**config.mk**
```make
export PLATFORM = sky130hd
export DESIGN_NAME = radix_digits_to_binary_max_core_flat
export DESIGN_NICKNAME = d
export VERILOG_FILES = /design/src/hdl/rdb_pkg.sv /design/src/hdl/rdb_in_if.sv /design/src/hdl/rdb_out_if.sv /design/src/hdl/radix_digits_to_binary_max_core.sv /design/src/hdl/rdb_bcd_conv.sv /design/src/hdl/rdb_accum.sv /design/src/flat_wrapper.sv
export SDC_FILE = /design/constraint.sdc
export NUM_CORES = 2
export LEC_CHECK = 0
export BUFFER_PORTS_ARGS = -buffer_cell sky130_fd_sc_hd__buf_4
export CORE_MARGIN = 2
export CORE_UTILIZATION = 56
export CTS_CLUSTER_SIZE = 12
export DETAILED_ROUTE_END_ITERATION = 12
export GPL_TIMING_DRIVEN = 0
export PLACE_DENSITY = 0.71
export SLEW_MARGIN = 20
export SYNTH_ARGS = -nofsm -noshare
export SYNTH_HDL_FRONTEND = slang
export SYNTH_SLANG_ARGS = --single-unit
```
**constraint.sdc**
```tcl
create_clock -name clk -period 6.8 [get_ports clk]
set_input_delay 0.34 -clock clk [delete_from_list [all_inputs] [get_ports clk]]
set_output_delay 0.34 -clock clk [all_outputs]
set_load 0.05 [all_outputs]
```
**src/hdl/rdb_pkg.sv**
```systemverilog
// ============================================================================
// rdb_pkg: shared types and constants for the radix digits converter
// Field widths, status codes, and the control structs passed between the
// sequencer and its arithmetic units.
// ============================================================================
package rdb_pkg;

    // Beat field widths
    localparam int NUM_W    = 63;
    localparam int RADIX_W  = 8;
    localparam int VALUE_W  = 61;
    localparam int COUNT_W  = 32;
    localparam int STATUS_W = 2;

    // Decimal digit storage: a 63-bit number never has more than 19 digits.
    localparam int DEC_DIGITS  = 19;
    localparam int BCD_W       = DEC_DIGITS * 4;
    localparam int DIGIT_IDX_W = 5;
    localparam int DIGIT_W     = 4;

    // Binary to BCD shifter: three bits are shifted in per cycle.
    localparam int BITS_PER_STEP = 3;
    localparam int BCD_STEPS     = NUM_W / BITS_PER_STEP;
    localparam int STEP_CNT_W    = 5;

    // Accepted radix range
    localparam logic [RADIX_W-1:0] RADIX_MIN = 8'd2;
    localparam logic [RADIX_W-1:0] RADIX_MAX = 8'd9;

    typedef logic [STATUS_W-1:0] status_t;

    localparam status_t STATUS_OK        = 2'd0;
    localparam status_t STATUS_BAD_RADIX = 2'd1;
    localparam status_t STATUS_BAD_DIGIT = 2'd2;

    // Sequencer to BCD shifter
    typedef struct packed {
        logic start;
    } bcd_ctl_t;

    typedef struct packed {
        logic busy;
        logic done;
    } bcd_stat_t;

    // Sequencer to digit accumulator
    typedef struct packed {
        logic               start;
        logic [DIGIT_W-1:0] radix;
    } acc_ctl_t;

    typedef struct packed {
        logic busy;
        logic done;
        logic digit_err;
    } acc_stat_t;

endpackage

```
**src/hdl/rdb_in_if.sv**
```systemverilog
// ============================================================================
// rdb_in_if: input item channel
// Valid/ready channel that carries one number, its radix and the final flag
// per beat.
// ============================================================================
interface rdb_in_if;
    import rdb_pkg::*;

    logic               valid;
    logic               ready;
    logic [NUM_W-1:0]   digit_number;
    logic [RADIX_W-1:0] radix;
    logic               final_item;

    modport source (
        output valid,
        output digit_number,
        output radix,
        output final_item,
        input  ready
    );

    modport sink (
        input  valid,
        input  digit_number,
        input  radix,
        input  final_item,
        output ready
    );

endinterface

```
**src/hdl/rdb_out_if.sv**
```systemverilog
// ============================================================================
// rdb_out_if: result channel
// Valid/ready channel that carries the converted value and the run summary
// per beat.
// ============================================================================
interface rdb_out_if;
    import rdb_pkg::*;

    logic               valid;
    logic               ready;
    status_t            status;
    logic [VALUE_W-1:0] converted;
    logic [VALUE_W-1:0] largest_so_far;
    logic [COUNT_W-1:0] largest_position;
    logic [COUNT_W-1:0] items_seen;
    logic               run_ended;

    modport source (
        output valid,
        output status,
        output converted,
        output largest_so_far,
        output largest_position,
        output items_seen,
        output run_ended,
        input  ready
    );

    modport sink (
        input  valid,
        input  status,
        input  converted,
        input  largest_so_far,
        input  largest_position,
        input  items_seen,
        input  run_ended,
        output ready
    );

endinterface

```
**src/hdl/radix_digits_to_binary_max_core.sv**
```systemverilog
// ============================================================================
// radix_digits_to_binary_max_core: radix digit number to binary, running max
// Reads the decimal digits of each number as digits of a radix 2..9 value,
// returns its binary value, and tracks count, largest value and its position.
// ============================================================================
//
//  Channel  Dir  Beat contents
//  -------  ---  --------------------------------------------------------------
//  item     in   digit_number, radix, final_item
//  result   out  status, converted, largest_so_far, largest_position,
//                items_seen, run_ended
//
// A valid item's result goes through the shifter steps, a hand-off, one multiply-add
// per digit, the done flag and the run update before it is valid. A bad radix or a
// zero number skips both units and goes straight to the update state and then to
// the output register. Item ready is high only while the
// sequencer is idle; a result still waiting in the output register holds the
// next item in its update cycle. Reset clears count, largest value and position.
//
module radix_digits_to_binary_max_core #(
    parameter int MAX_DIGITS = 19
) (
    input  logic      clk,
    input  logic      rst_n,
    rdb_in_if.sink    item,
    rdb_out_if.source result
);
    import rdb_pkg::*;

    typedef enum logic [1:0] {
        S_IDLE,
        S_CONVERT,
        S_ACCUM,
        S_UPDATE
    } state_t;

    localparam logic [COUNT_W-1:0] COUNT_MAX = '1;

    state_t             state_reg,        state_next;
    logic [DIGIT_W-1:0] radix_reg,        radix_next;
    logic               final_reg,        final_next;
    status_t            pend_status_reg,  pend_status_next;
    logic [COUNT_W-1:0] count_reg,        count_next;
    logic [VALUE_W-1:0] best_reg,         best_next;
    logic [COUNT_W-1:0] pos_reg,          pos_next;
    logic               out_valid_reg,    out_valid_next;
    status_t            out_status_reg,   out_status_next;
    logic [VALUE_W-1:0] out_conv_reg,     out_conv_next;
    logic [VALUE_W-1:0] out_best_reg,     out_best_next;
    logic [COUNT_W-1:0] out_pos_reg,      out_pos_next;
    logic [COUNT_W-1:0] out_count_reg,    out_count_next;
    logic               out_ended_reg,    out_ended_next;

    bcd_ctl_t           bcd_ctl;
    bcd_stat_t          bcd_stat;
    logic [BCD_W-1:0]   bcd_digits;
    acc_ctl_t           acc_ctl;
    acc_stat_t          acc_stat;
    logic [VALUE_W-1:0] acc_value;

    logic [COUNT_W-1:0] count_inc;
    logic               new_best;

    // Binary to decimal digit split.
    rdb_bcd_conv u_bcd (
        .clk    (clk),
        .rst_n  (rst_n),
        .ctl    (bcd_ctl),
        .number (item.digit_number),
        .stat   (bcd_stat),
        .digits (bcd_digits)
    );

    // Digit evaluation in the item's radix.
    rdb_accum #(
        .MAX_DIGITS (MAX_DIGITS)
    ) u_accum (
        .clk    (clk),
        .rst_n  (rst_n),
        .ctl    (acc_ctl),
        .digits (bcd_digits),
        .stat   (acc_stat),
        .value  (acc_value)
    );

    // Saturating count and largest value compare for the update cycle.
    assign count_inc = (count_reg == COUNT_MAX) ? count_reg : count_reg + 1'b1;
    assign new_best  = (acc_value > best_reg);

    // Sequencer next state and run update.
    always_comb
    begin
        state_next       = state_reg;
        radix_next       = radix_reg;
        final_next       = final_reg;
        pend_status_next = pend_status_reg;
        count_next       = count_reg;
        best_next        = best_reg;
        pos_next         = pos_reg;
        out_valid_next   = out_valid_reg;
        out_status_next  = out_status_reg;
        out_conv_next    = out_conv_reg;
        out_best_next    = out_best_reg;
        out_pos_next     = out_pos_reg;
        out_count_next   = out_count_reg;
        out_ended_next   = out_ended_reg;
        bcd_ctl.start    = 1'b0;
        acc_ctl.start    = 1'b0;
        acc_ctl.radix    = radix_reg;

        if (out_valid_reg && result.ready)
        begin
            out_valid_next = 1'b0;
        end

        unique case (state_reg)
            S_IDLE:
            begin
                if (item.valid)
                begin
                    radix_next = item.radix[DIGIT_W-1:0];
                    final_next = item.final_item;
                    if ((item.radix < RADIX_MIN) || (item.radix > RADIX_MAX))
                    begin
                        pend_status_next = STATUS_BAD_RADIX;
                        state_next       = S_UPDATE;
                    end
                    else if (item.digit_number == '0)
                    begin
                        pend_status_next = STATUS_BAD_DIGIT;
                        state_next       = S_UPDATE;
                    end
                    else
                    begin
                        bcd_ctl.start = 1'b1;
                        state_next    = S_CONVERT;
                    end
                end
            end
            S_CONVERT:
            begin
                if (bcd_stat.done)
                begin
                    acc_ctl.start = 1'b1;
                    state_next    = S_ACCUM;
                end
            end
            S_ACCUM:
            begin
                if (acc_stat.done)
                begin
                    pend_status_next = acc_stat.digit_err ? STATUS_BAD_DIGIT : STATUS_OK;
                    state_next       = S_UPDATE;
                end
            end
            S_UPDATE:
            begin
                if (!out_valid_reg || result.ready)
                begin
                    out_valid_next  = 1'b1;
                    out_status_next = pend_status_reg;
                    state_next      = S_IDLE;
                    if (pend_status_reg == STATUS_OK)
                    begin
                        out_conv_next  = acc_value;
                        out_best_next  = new_best ? acc_value : best_reg;
                        out_pos_next   = new_best ? count_inc : pos_reg;
                        out_count_next = count_inc;
                        out_ended_next = final_reg;
                        if (final_reg)
                        begin
                            count_next = '0;
                            best_next  = '0;
                            pos_next   = '0;
                        end
                        else
                        begin
                            count_next = count_inc;
                            best_next  = new_best ? acc_value : best_reg;
                            pos_next   = new_best ? count_inc : pos_reg;
                        end
                    end
                    else
                    begin
                        // An error item reports the run as it stood, then closes it.
                        out_conv_next  = '0;
                        out_best_next  = best_reg;
                        out_pos_next   = pos_reg;
                        out_count_next = count_reg;
                        out_ended_next = 1'b1;
                        count_next     = '0;
                        best_next      = '0;
                        pos_next       = '0;
                    end
                end
            end
            default:
            begin
                state_next = S_IDLE;
            end
        endcase
    end

    // State, run registers and the output register.
    always_ff @(posedge clk or negedge rst_n)
    begin
        if (!rst_n)
        begin
            state_reg       <= S_IDLE;
            radix_reg       <= '0;
            final_reg       <= 1'b0;
            pend_status_reg <= STATUS_OK;
            count_reg       <= '0;
            best_reg        <= '0;
            pos_reg         <= '0;
            out_valid_reg   <= 1'b0;
            out_status_reg  <= STATUS_OK;
            out_conv_reg    <= '0;
            out_best_reg    <= '0;
            out_pos_reg     <= '0;
            out_count_reg   <= '0;
            out_ended_reg   <= 1'b0;
        end
        else
        begin
            state_reg       <= state_next;
            radix_reg       <= radix_next;
            final_reg       <= final_next;
            pend_status_reg <= pend_status_next;
            count_reg       <= count_next;
            best_reg        <= best_next;
            pos_reg         <= pos_next;
            out_valid_reg   <= out_valid_next;
            out_status_reg  <= out_status_next;
            out_conv_reg    <= out_conv_next;
            out_best_reg    <= out_best_next;
            out_pos_reg     <= out_pos_next;
            out_count_reg   <= out_count_next;
            out_ended_reg   <= out_ended_next;
        end
    end

    // Channel outputs.
    assign item.ready              = (state_reg == S_IDLE);
    assign result.valid            = out_valid_reg;
    assign result.status           = out_status_reg;
    assign result.converted        = out_conv_reg;
    assign result.largest_so_far   = out_best_reg;
    assign result.largest_position = out_pos_reg;
    assign result.items_seen       = out_count_reg;
    assign result.run_ended        = out_ended_reg;

    // Both arithmetic units are quiet whenever the sequencer is idle.
    a_units_idle: assert property (@(posedge clk) disable iff (!rst_n)
        (state_reg == S_IDLE) |-> (!bcd_stat.busy && !acc_stat.busy))
        else $error("arithmetic unit busy while sequencer idle");

    // Only one item is in flight: an accepted beat drops ready next cycle.
    a_one_in_flight: assert property (@(posedge clk) disable iff (!rst_n)
        (item.valid && item.ready) |=> !item.ready)
        else $error("item ready right after an accepted beat");

    // Every error result closes the run.
    a_error_ends_run: assert property (@(posedge clk) disable iff (!rst_n)
        (result.valid && (result.status != STATUS_OK)) |-> result.run_ended)
        else $error("error result did not close the run");

    // A good result never exceeds the largest value it reports, nor its position the count.
    a_best_covers: assert property (@(posedge clk) disable iff (!rst_n)
        (result.valid && (result.status == STATUS_OK))
            |-> ((result.converted <= result.largest_so_far)
                 && (result.largest_position <= result.items_seen)))
        else $error("largest value or its position inconsistent");

endmodule

```
**src/hdl/rdb_bcd_conv.sv**
```systemverilog
// ============================================================================
// rdb_bcd_conv: iterative binary to BCD converter
// Shift-and-add-3 converter that splits the 63-bit number into 19 decimal
// digits, three bits per cycle.
// ============================================================================
module rdb_bcd_conv (
    input  logic                      clk,
    input  logic                      rst_n,
    input  rdb_pkg::bcd_ctl_t         ctl,
    input  logic [rdb_pkg::NUM_W-1:0] number,
    output rdb_pkg::bcd_stat_t        stat,
    output logic [rdb_pkg::BCD_W-1:0] digits
);
    import rdb_pkg::*;

    localparam logic [STEP_CNT_W-1:0] LAST_STEP = STEP_CNT_W'(BCD_STEPS - 1);

    logic [NUM_W-1:0]      bin_reg;
    logic [BCD_W-1:0]      bcd_reg;
    logic [STEP_CNT_W-1:0] step_reg;
    logic                  busy_reg;
    logic                  done_reg;

    logic [NUM_W-1:0]      bin_work;
    logic [BCD_W-1:0]      bcd_work;

    // One shifter step: per bit, correct every digit, then shift.
    always_comb
    begin
        bin_work = bin_reg;
        bcd_work = bcd_reg;
        for (int k = 0; k < BITS_PER_STEP; k++)
        begin
            for (int j = 0; j < DEC_DIGITS; j++)
            begin
                if (bcd_work[j*DIGIT_W +: DIGIT_W] >= 4'd5)
                begin
                    bcd_work[j*DIGIT_W +: DIGIT_W] = bcd_work[j*DIGIT_W +: DIGIT_W] + 4'd3;
                end
            end
            bcd_work = {bcd_work[BCD_W-2:0], bin_work[NUM_W-1]};
            bin_work = {bin_work[NUM_W-2:0], 1'b0};
        end
    end

    // Step counter and operand registers.
    always_ff @(posedge clk or negedge rst_n)
    begin
        if (!rst_n)
        begin
            busy_reg <= 1'b0;
            done_reg <= 1'b0;
            step_reg <= '0;
            bin_reg  <= '0;
            bcd_reg  <= '0;
        end
        else
        begin
            done_reg <= 1'b0;
            if (ctl.start)
            begin
                bin_reg  <= number;
                bcd_reg  <= '0;
                step_reg <= '0;
                busy_reg <= 1'b1;
            end
            else if (busy_reg)
            begin
                bin_reg <= bin_work;
                bcd_reg <= bcd_work;
                if (step_reg == LAST_STEP)
                begin
                    busy_reg <= 1'b0;
                    done_reg <= 1'b1;
                end
                else
                begin
                    step_reg <= step_reg + 1'b1;
                end
            end
        end
    end

    assign stat.busy = busy_reg;
    assign stat.done = done_reg;
    assign digits    = bcd_reg;

endmodule

```
**src/hdl/rdb_accum.sv**
```systemverilog
// ============================================================================
// rdb_accum: digit accumulator
// Horner evaluation of the decimal digits in the given radix, most
// significant digit first, one multiply-add per cycle, with digit checks.
// ============================================================================
module rdb_accum #(
    parameter int MAX_DIGITS = 19
) (
    input  logic                        clk,
    input  logic                        rst_n,
    input  rdb_pkg::acc_ctl_t           ctl,
    input  logic [rdb_pkg::BCD_W-1:0]   digits,
    output rdb_pkg::acc_stat_t          stat,
    output logic [rdb_pkg::VALUE_W-1:0] value
);
    import rdb_pkg::*;

    localparam logic [DIGIT_IDX_W-1:0] LAST_IDX = DIGIT_IDX_W'(MAX_DIGITS - 1);

    logic [DIGIT_IDX_W-1:0] idx_reg;
    logic [VALUE_W-1:0]     sum_reg;
    logic                   err_reg;
    logic                   busy_reg;
    logic                   done_reg;

    logic [DIGIT_W-1:0]         digit;
    logic                       digit_bad;
    logic [VALUE_W+DIGIT_W-1:0] prod;
    logic [VALUE_W-1:0]         sum_next;
    logic                       upper_nonzero;

    // Current digit, its range check and the multiply-add.
    always_comb
    begin
        digit     = digits[{idx_reg, 2'b00} +: DIGIT_W];
        digit_bad = (digit >= ctl.radix);
        prod      = sum_reg * ctl.radix;
        sum_next  = prod[VALUE_W-1:0] + VALUE_W'(digit);
    end

    // Digits past the peeled window must all be zero.
    always_comb
    begin
        upper_nonzero = 1'b0;
        for (int j = 0; j < DEC_DIGITS; j++)
        begin
            if ((j >= MAX_DIGITS) && (digits[j*DIGIT_W +: DIGIT_W] != 4'd0))
            begin
                upper_nonzero = 1'b1;
            end
        end
    end

    // Digit index walks down from the top of the window to digit zero.
    always_ff @(posedge clk or negedge rst_n)
    begin
        if (!rst_n)
        begin
            busy_reg <= 1'b0;
            done_reg <= 1'b0;
            idx_reg  <= '0;
            sum_reg  <= '0;
            err_reg  <= 1'b0;
        end
        else
        begin
            done_reg <= 1'b0;
            if (ctl.start)
            begin
                idx_reg  <= LAST_IDX;
                sum_reg  <= '0;
                err_reg  <= upper_nonzero;
                busy_reg <= 1'b1;
            end
            else if (busy_reg)
            begin
                sum_reg <= sum_next;
                err_reg <= err_reg | digit_bad;
                if (idx_reg == '0)
                begin
                    busy_reg <= 1'b0;
                    done_reg <= 1'b1;
                end
                else
                begin
                    idx_reg <= idx_reg - 1'b1;
                end
            end
        end
    end

    assign stat.busy      = busy_reg;
    assign stat.done      = done_reg;
    assign stat.digit_err = err_reg;
    assign value          = sum_reg;

endmodule

```
**src/flat_wrapper.sv**
```systemverilog
// flat-port wrapper written by rule: the top's interface ports become plain ports
module radix_digits_to_binary_max_core_flat import rdb_pkg::*;
#(
    parameter int MAX_DIGITS = 19
)
  (clk, rst_n, item_valid, item_digit_number, item_radix, item_final_item, item_ready, result_valid, result_status, result_converted, result_largest_so_far, result_largest_position, result_items_seen, result_run_ended, result_ready);
  rdb_in_if item_i ();
  rdb_out_if result_i ();
  input  logic clk;
  input  logic rst_n;
  input wire logic [$bits(item_i.valid)-1:0] item_valid;
  input wire logic [$bits(item_i.digit_number)-1:0] item_digit_number;
  input wire logic [$bits(item_i.radix)-1:0] item_radix;
  input wire logic [$bits(item_i.final_item)-1:0] item_final_item;
  output wire logic [$bits(item_i.ready)-1:0] item_ready;
  output wire logic [$bits(result_i.valid)-1:0] result_valid;
  output wire logic [$bits(result_i.status)-1:0] result_status;
  output wire logic [$bits(result_i.converted)-1:0] result_converted;
  output wire logic [$bits(result_i.largest_so_far)-1:0] result_largest_so_far;
  output wire logic [$bits(result_i.largest_position)-1:0] result_largest_position;
  output wire logic [$bits(result_i.items_seen)-1:0] result_items_seen;
  output wire logic [$bits(result_i.run_ended)-1:0] result_run_ended;
  input wire logic [$bits(result_i.ready)-1:0] result_ready;
  assign item_i.valid = item_valid;
  assign item_i.digit_number = item_digit_number;
  assign item_i.radix = item_radix;
  assign item_i.final_item = item_final_item;
  assign item_ready = item_i.ready;
  assign result_valid = result_i.valid;
  assign result_status = result_i.status;
  assign result_converted = result_i.converted;
  assign result_largest_so_far = result_i.largest_so_far;
  assign result_largest_position = result_i.largest_position;
  assign result_items_seen = result_i.items_seen;
  assign result_run_ended = result_i.run_ended;
  assign result_i.ready = result_ready;
  radix_digits_to_binary_max_core #(.MAX_DIGITS(MAX_DIGITS)) u_core (.clk(clk), .rst_n(rst_n), .item(item_i), .result(result_i));
endmodule
```
-- After elaboration in Yosys (flattened, before gate mapping)
Cells that the tools add are included.
- register bits after elaboration: 539
- bits of input ports: 76
- output and inout port bits: 191
- word-level logic and storage cells: 297
- $add $sub $neg: 61
- multiply operators: 1
- order comparisons: 61
- equality and inequality tests: 12
- shifts and indexed selects: 1
- mux-type cells: 119
- bitwise operators: 1
- reduce and logical (&&, ||, !) cells: 17
- operators by type and width (operator ; number):
    two-way mux 61 bit ; 7
    two-way mux 32 bit ; 8
    >= comparator 4 x 3 -> 1 bit (second input constant) ; 57
    adder 4 x 2 -> 4 bit (second input constant) ; 54
    two-way mux 4 bit ; 54
    two-way mux 76 bit ; 2
    two-way mux 63 bit ; 2
    variable part select 76 x 8 -> 4 bit ; 1
    logical NOT 63 bit ; 1
    adder 61 x 4 -> 61 bit ; 1
    > comparator 61 bit ; 1
    multiplier 61 x 4 -> 61 bit ; 1
    adder 32 x 1 -> 32 bit (second input constant) ; 1
    equality test 32 bit (second input constant) ; 1
    two-way mux 5 bit ; 6
    two-way mux 1 bit ; 24
    two-way mux 2 bit ; 11
    adder 3 x 2 -> 3 bit (second input constant) ; 3
    two-way mux 3 bit ; 3
    > comparator 8 x 4 -> 1 bit (second input constant) ; 1
    less-than comparator 8 x 2 -> 1 bit (second input constant) ; 1
    case mux 2 bit (4 select lines) ; 1
    AND reduction 2 bit ; 4
    AND reduction 4 bit ; 2
    other kinds (17) ; 26

-- Depth between registers and ports, before layout
- depth in word-level cells: 8
- gate-level depth with buffers: 24
- depth with buffers taken out: 22

-- Cells and area by module
From an unflattened synthesis, not the netlist that was laid out.
- cell total of the unflattened synthesis: 4468
- area total of the unflattened synthesis: 40717.8 µm²
- by module, submodules not included (module ; times used ; cells an instance ; area an instance (µm²) ; seq. area each (µm²)):
    radix_digits_to_binary_max_core ; 1 ; 1633 ; 16044.1 ; 8107.8
    rdb_bcd_conv ; 1 ; 1537 ; 12819.8 ; 3653.5
    rdb_accum ; 1 ; 1298 ; 11853.9 ; 1726.7

-- Worst setup path before layout
No wires, ideal clock.
- kind: reg-to-reg
- start: reg u_core.u_accum.idx_reg[0]
- end: reg u_core.u_accum.sum_reg[37] (netlist: u_core.u_accum.value[37])
- setup time: 0.142 ns
- data arrival time: 5.202 ns
- data required time: 6.658 ns
- path slack: 1.456 ns
- stages on the path, launching flop included: 20
- path buffers: 2
- period minus slack after synthesis: 5.344 ns
- path through: dfrtp_1 -> buf_2 -> buf_1 -> mux4_2 -> mux4_2 -> inv_1 -> o21a_1 -> fa_1 -> fa_1 -> and2b_1 -> o2111ai_2 -> a21oi_2 -> a311oi_2 -> or4_1 -> nand3_2 -> a221oi_2 -> o31ai_4 -> a21oi_1 -> a31oi_1 -> o221ai_1
- cells in the longest elaborated chain, start to end: 4
- ends and longest elaborated chain (item ; RTL line ; source):
    start, declared ; rdb_accum.sv:20 ; logic [DIGIT_IDX_W-1:0] idx_reg;
    start signal, assigned ; rdb_accum.sv:86 ; idx_reg <= idx_reg - 1'b1;
    variable part select 76 x 8 -> 4 bit ; rdb_accum.sv:35 ; digit = digits[{idx_reg, 2'b00} +: DIGIT_W];
    adder 61 x 4 -> 61 bit ; rdb_accum.sv:38 ; sum_next = prod[VALUE_W-1:0] + VALUE_W'(digit);
    two-way mux 61 bit ; rdb_accum.sv:75 ; else if (busy_reg)
    two-way mux 61 bit ; rdb_accum.sv:68 ; if (ctl.start)
    end signal, assigned ; rdb_accum.sv:77 ; sum_reg <= sum_next;
    end, declared ; rdb_accum.sv:21 ; logic [VALUE_W-1:0] sum_reg;
No other way between the ends. The select of a mux whose other input is x is not followed.
A chain may end at the register's enable or synchronous reset.

-- Final worst setup path
- start: reg u_core.radix_reg[3]
- end: reg u_core.u_accum.sum_reg[54] (netlist: u_core.u_accum.value[54])
- cells in the longest elaborated chain, start to end: 4
- ends and longest elaborated chain (item ; RTL line ; source):
    start, declared ; radix_digits_to_binary_max_core.sv:40 ; logic [DIGIT_W-1:0] radix_reg, radix_next;
    start signal, assigned ; radix_digits_to_binary_max_core.sv:227 ; radix_reg <= radix_next;
    multiplier 61 x 4 -> 61 bit ; rdb_accum.sv:37 ; prod = sum_reg * ctl.radix;
    adder 61 x 4 -> 61 bit ; rdb_accum.sv:38 ;
    two-way mux 61 bit ; rdb_accum.sv:75 ;
    two-way mux 61 bit ; rdb_accum.sv:68 ;
No other way between the ends. The select of a mux whose other input is x is not followed.

==> metrics.csv <==
metric;value;unit
Worst-Margin Slew;1.14;ns
Synth cell types;86;
CTS Buf Count;59;
CTS tree;built;
1st-iter DRT viols;2395;
# setup viols final;0;
CORE AREA;68700;um^2
Final #Nets;5170;
die footprint;71700;um^2
clk_skew;0.0197;ns
combinational power share;55.6;%
clock network fraction of total power;19.7;%
antenna viol nets, final;0;
Die Wd;268;um
Peak VDD IR;0.643;mV
gr ovfl total;0;
DRT Wirelength;109000;um
fmax;155;MHz
critical path class;reg -> reg;
placed cell area;42300;um^2
endpoint class of the critical path;register;
Final Hold Fails;0;
drt first pass iters;6;
crit path DAT;6.94;ns
Max-slew headroom;23.6;%
Slowest-stage cell, CP;clkbuf_1;
Tightest Hold Check Type;in -> reg;
setup TNS;0;ns
syn nets;4769;
Skew-Pair Late Insertion Delay;0.64;ns
WP data required;7.30;ns
crit path cell chain;clkbuf_1, clkbuf_1, and2_1, fa_1, fa_1, ha_1, ha_1, a211oi_2, o21bai_1, a211oi_1, o31ai_2, o41ai_4, nor2_1, a221oi_1, nand2_1, a31oi_1, xnor2_1, o21ai_1;
Design Area, Final;45000;um^2
Sink Count;539;
Yosys reg bits;539;
DRC;0;
first-pass GRT wire length;175000;um
clock slew at reported path FFs;0.06;ns
CP delay by family, top;compound AO/OA/AOI/OAI gates;
pre-CTS setup slack;0.291;ns
syn avg cell area;9.13;um^2
dpl hpwl;82300;um
Placer Congestion;0.923;
max reg flops;76;
via count;32651;
Sw Pwr;0.00782;W
Final WS setup;0.358;ns
Reg2Reg Setup Slack;0.36;ns
worst-path fanout max;10;
Post-synth EDFFs;0;
Post-Syn Instances;4268;
Top FF cell, synth;dfrtp_1;
# H-tree levels;2;
initial antenna violation count;5;
Tmin final;6.44;ns
Vias per Instance;5.78;
Yosys warning total;0;
layout cells sized above 1;9.91;%
Die Ht;268;um
Max-Cap Viols;0;
RSZ-0062 raised after global routing;false;
PD cells;386;nW/um^2
switch share;45.0;%
asr flop ratio synth;100;%
Port-buffer cells;266;
Internal Power;0.00955;W
Critical Path Source Type;register;
num rows;96;
final period utilization;94.7;%
mapped cell area;39000;um^2
Max stage delay on crit path;0.71;ns
CTS Buffer Depth;3;
status;finished clean;
Max Transition Viols Final;0;
Tot GR Track Use;30.6;%
sequential share of power;24.7;%
Initial Util;56.7;%
vias in the first global route;32108;
Layout Utilization;65.5;%
DR WL/cell;19.4;um
count of boundary I/O pins;267;
leakage power;22.0;nW
critical path buffer and inverter count;2;
Seq/Total Area, Yosys;34.6;%
largest net degree at the start of global routing;100;
synth-to-layout area growth;15.5;%
CTS root buf;clkbuf_16;
timing repair:
item | in CTS | in global routing
buffers inserted | 0 | 0
hold buffers | 69 | 0
setup endpoints to repair | 0 | 1
hold endpoints to repair | 253 | 0
resized for setup | 0 | 0
layout make-up:
cell class,instances,area (um^2)
Buffer,223,930
Inverter,236,886
Timing Repair Buffer,341,2860
Fill cell,5721,23700
Sequential cell,539,13500
Clock inverter,21,332
Tap cell,931,1160
Multi-Input combinational cell,3269,23700
Antenna cell,2,5.00
Clock buffer,85,1690
metrics by stage:
stage	hold slack [ns]	power, W	instances
after floorplan	0.0444	0.0116	4268
after global placement	0.455	0.0136	5465
after detailed placement	0.231	0.0138	5471
after CTS	0.0684	0.0173	5646
after global routing	0.132	0.0188	5646
final	0.112	0.0174	5647
worst reg2reg max path, cell delays in order, from the launching register on:
cell	delay [ns]
dfrtp_1	0.46
clkbuf_1	0.71
clkbuf_1	0.69
and2_1	0.27
fa_1	0.42
fa_1	0.50
ha_1	0.31
ha_1	0.39
a211oi_2	0.34
o21bai_1	0.12
a211oi_1	0.26
o31ai_2	0.17
o41ai_4	0.42
nor2_1	0.08
a221oi_1	0.52
nand2_1	0.18
a31oi_1	0.22
xnor2_1	0.16
o21ai_1	0.09
worst paths after layout:
path	depth (start not counted)	end	startpoint
worst max-delay path	18	u_core.u_accum.value[54]$_DFFE_PN0P_	u_core.radix_reg[3]$_DFFE_PN0P_
min in group asynchronous	2	u_core.result.converted[2]$_DFFE_PN0P_	rst_n
max in group asynchronous	5	u_core.u_bcd.bin_reg[33]$_DFFE_PN0P_	rst_n
worst min-delay path	4	u_core.result.valid$_DFF_PN0_	result_ready
worst min register to register	2	u_core.result.converted[13]$_DFFE_PN0P_	u_core.result.converted[13]$_DFFE_PN0P_
worst max register to register	18	u_core.u_accum.value[54]$_DFFE_PN0P_	u_core.radix_reg[3]$_DFFE_PN0P_
kinds of logic after synthesis:
kind of cell             share of synthesized area [%]
AND/OR/NAND/NOR                                   18.6
adder cells (fa/ha/maj)                           15.9
buffers and inverters                             4.67
XOR/XNOR                                          4.09
AO/OA/AOI/OAI                                     14.1
multiplexers                                      8.06
flip-flops                                        34.6
per-layer routing:
metal  up-vias  routed length [um]  part of all wire [%]  GRT usage [%]
met4         2                3890                   3.5           10.6
met2       943               53200                    49           52.1
met5         -                  13                 0.012              0
met1     15994               46700                    43           40.6
li1      15475                   -                     -              -
met3       237                5660                   5.2           3.49
power by group through the flow:
stage	combinational [W]	clock [W]	sequential [W]
4_1_cts	0.00962	0.00345	0.00427
3_5_place_dp	0.00951	0	0.00433
2_1_floorplan	0.00740	0	0.00417
3_3_place_gp	0.00923	0	0.00432
5_1_grt	0.0109	0.00357	0.00436
6_report	0.00966	0.00342	0.00429
synthesized netlist by cell type (62+ instances only):
cell | instances | area (um^2)
dfrtp_1 | 539 | 13500
nor2_1 | 301 | 1130
mux2i_1 | 260 | 2600
a22o_1 | 78 | 683
nand2b_1 | 80 | 500
o21ai_1 | 62 | 310
inv_1 | 235 | 882
ha_1 | 308 | 3850
fa_1 | 117 | 2340
clkbuf_1 | 171 | 642
nand3_1 | 113 | 566
a21o_1 | 85 | 638
o21ai_0 | 272 | 1360
and2_1 | 236 | 1480
nand2_1 | 550 | 2060
a21oi_1 | 176 | 881
xnor2_1 | 126 | 1100
cell usage in the layout (no fill, tap or decap), types with 185 or more instances in the layout:
cell type	n
inv_1	235
mux2i_1	260
dfrtp_1	539
ha_1	308
and2_1	236
nor2_1	301
o21ai_0	272
nand2_1	550
buf_4	272
clkbuf_1	185
No activity file was read; power rests on OpenSTA's default activity.
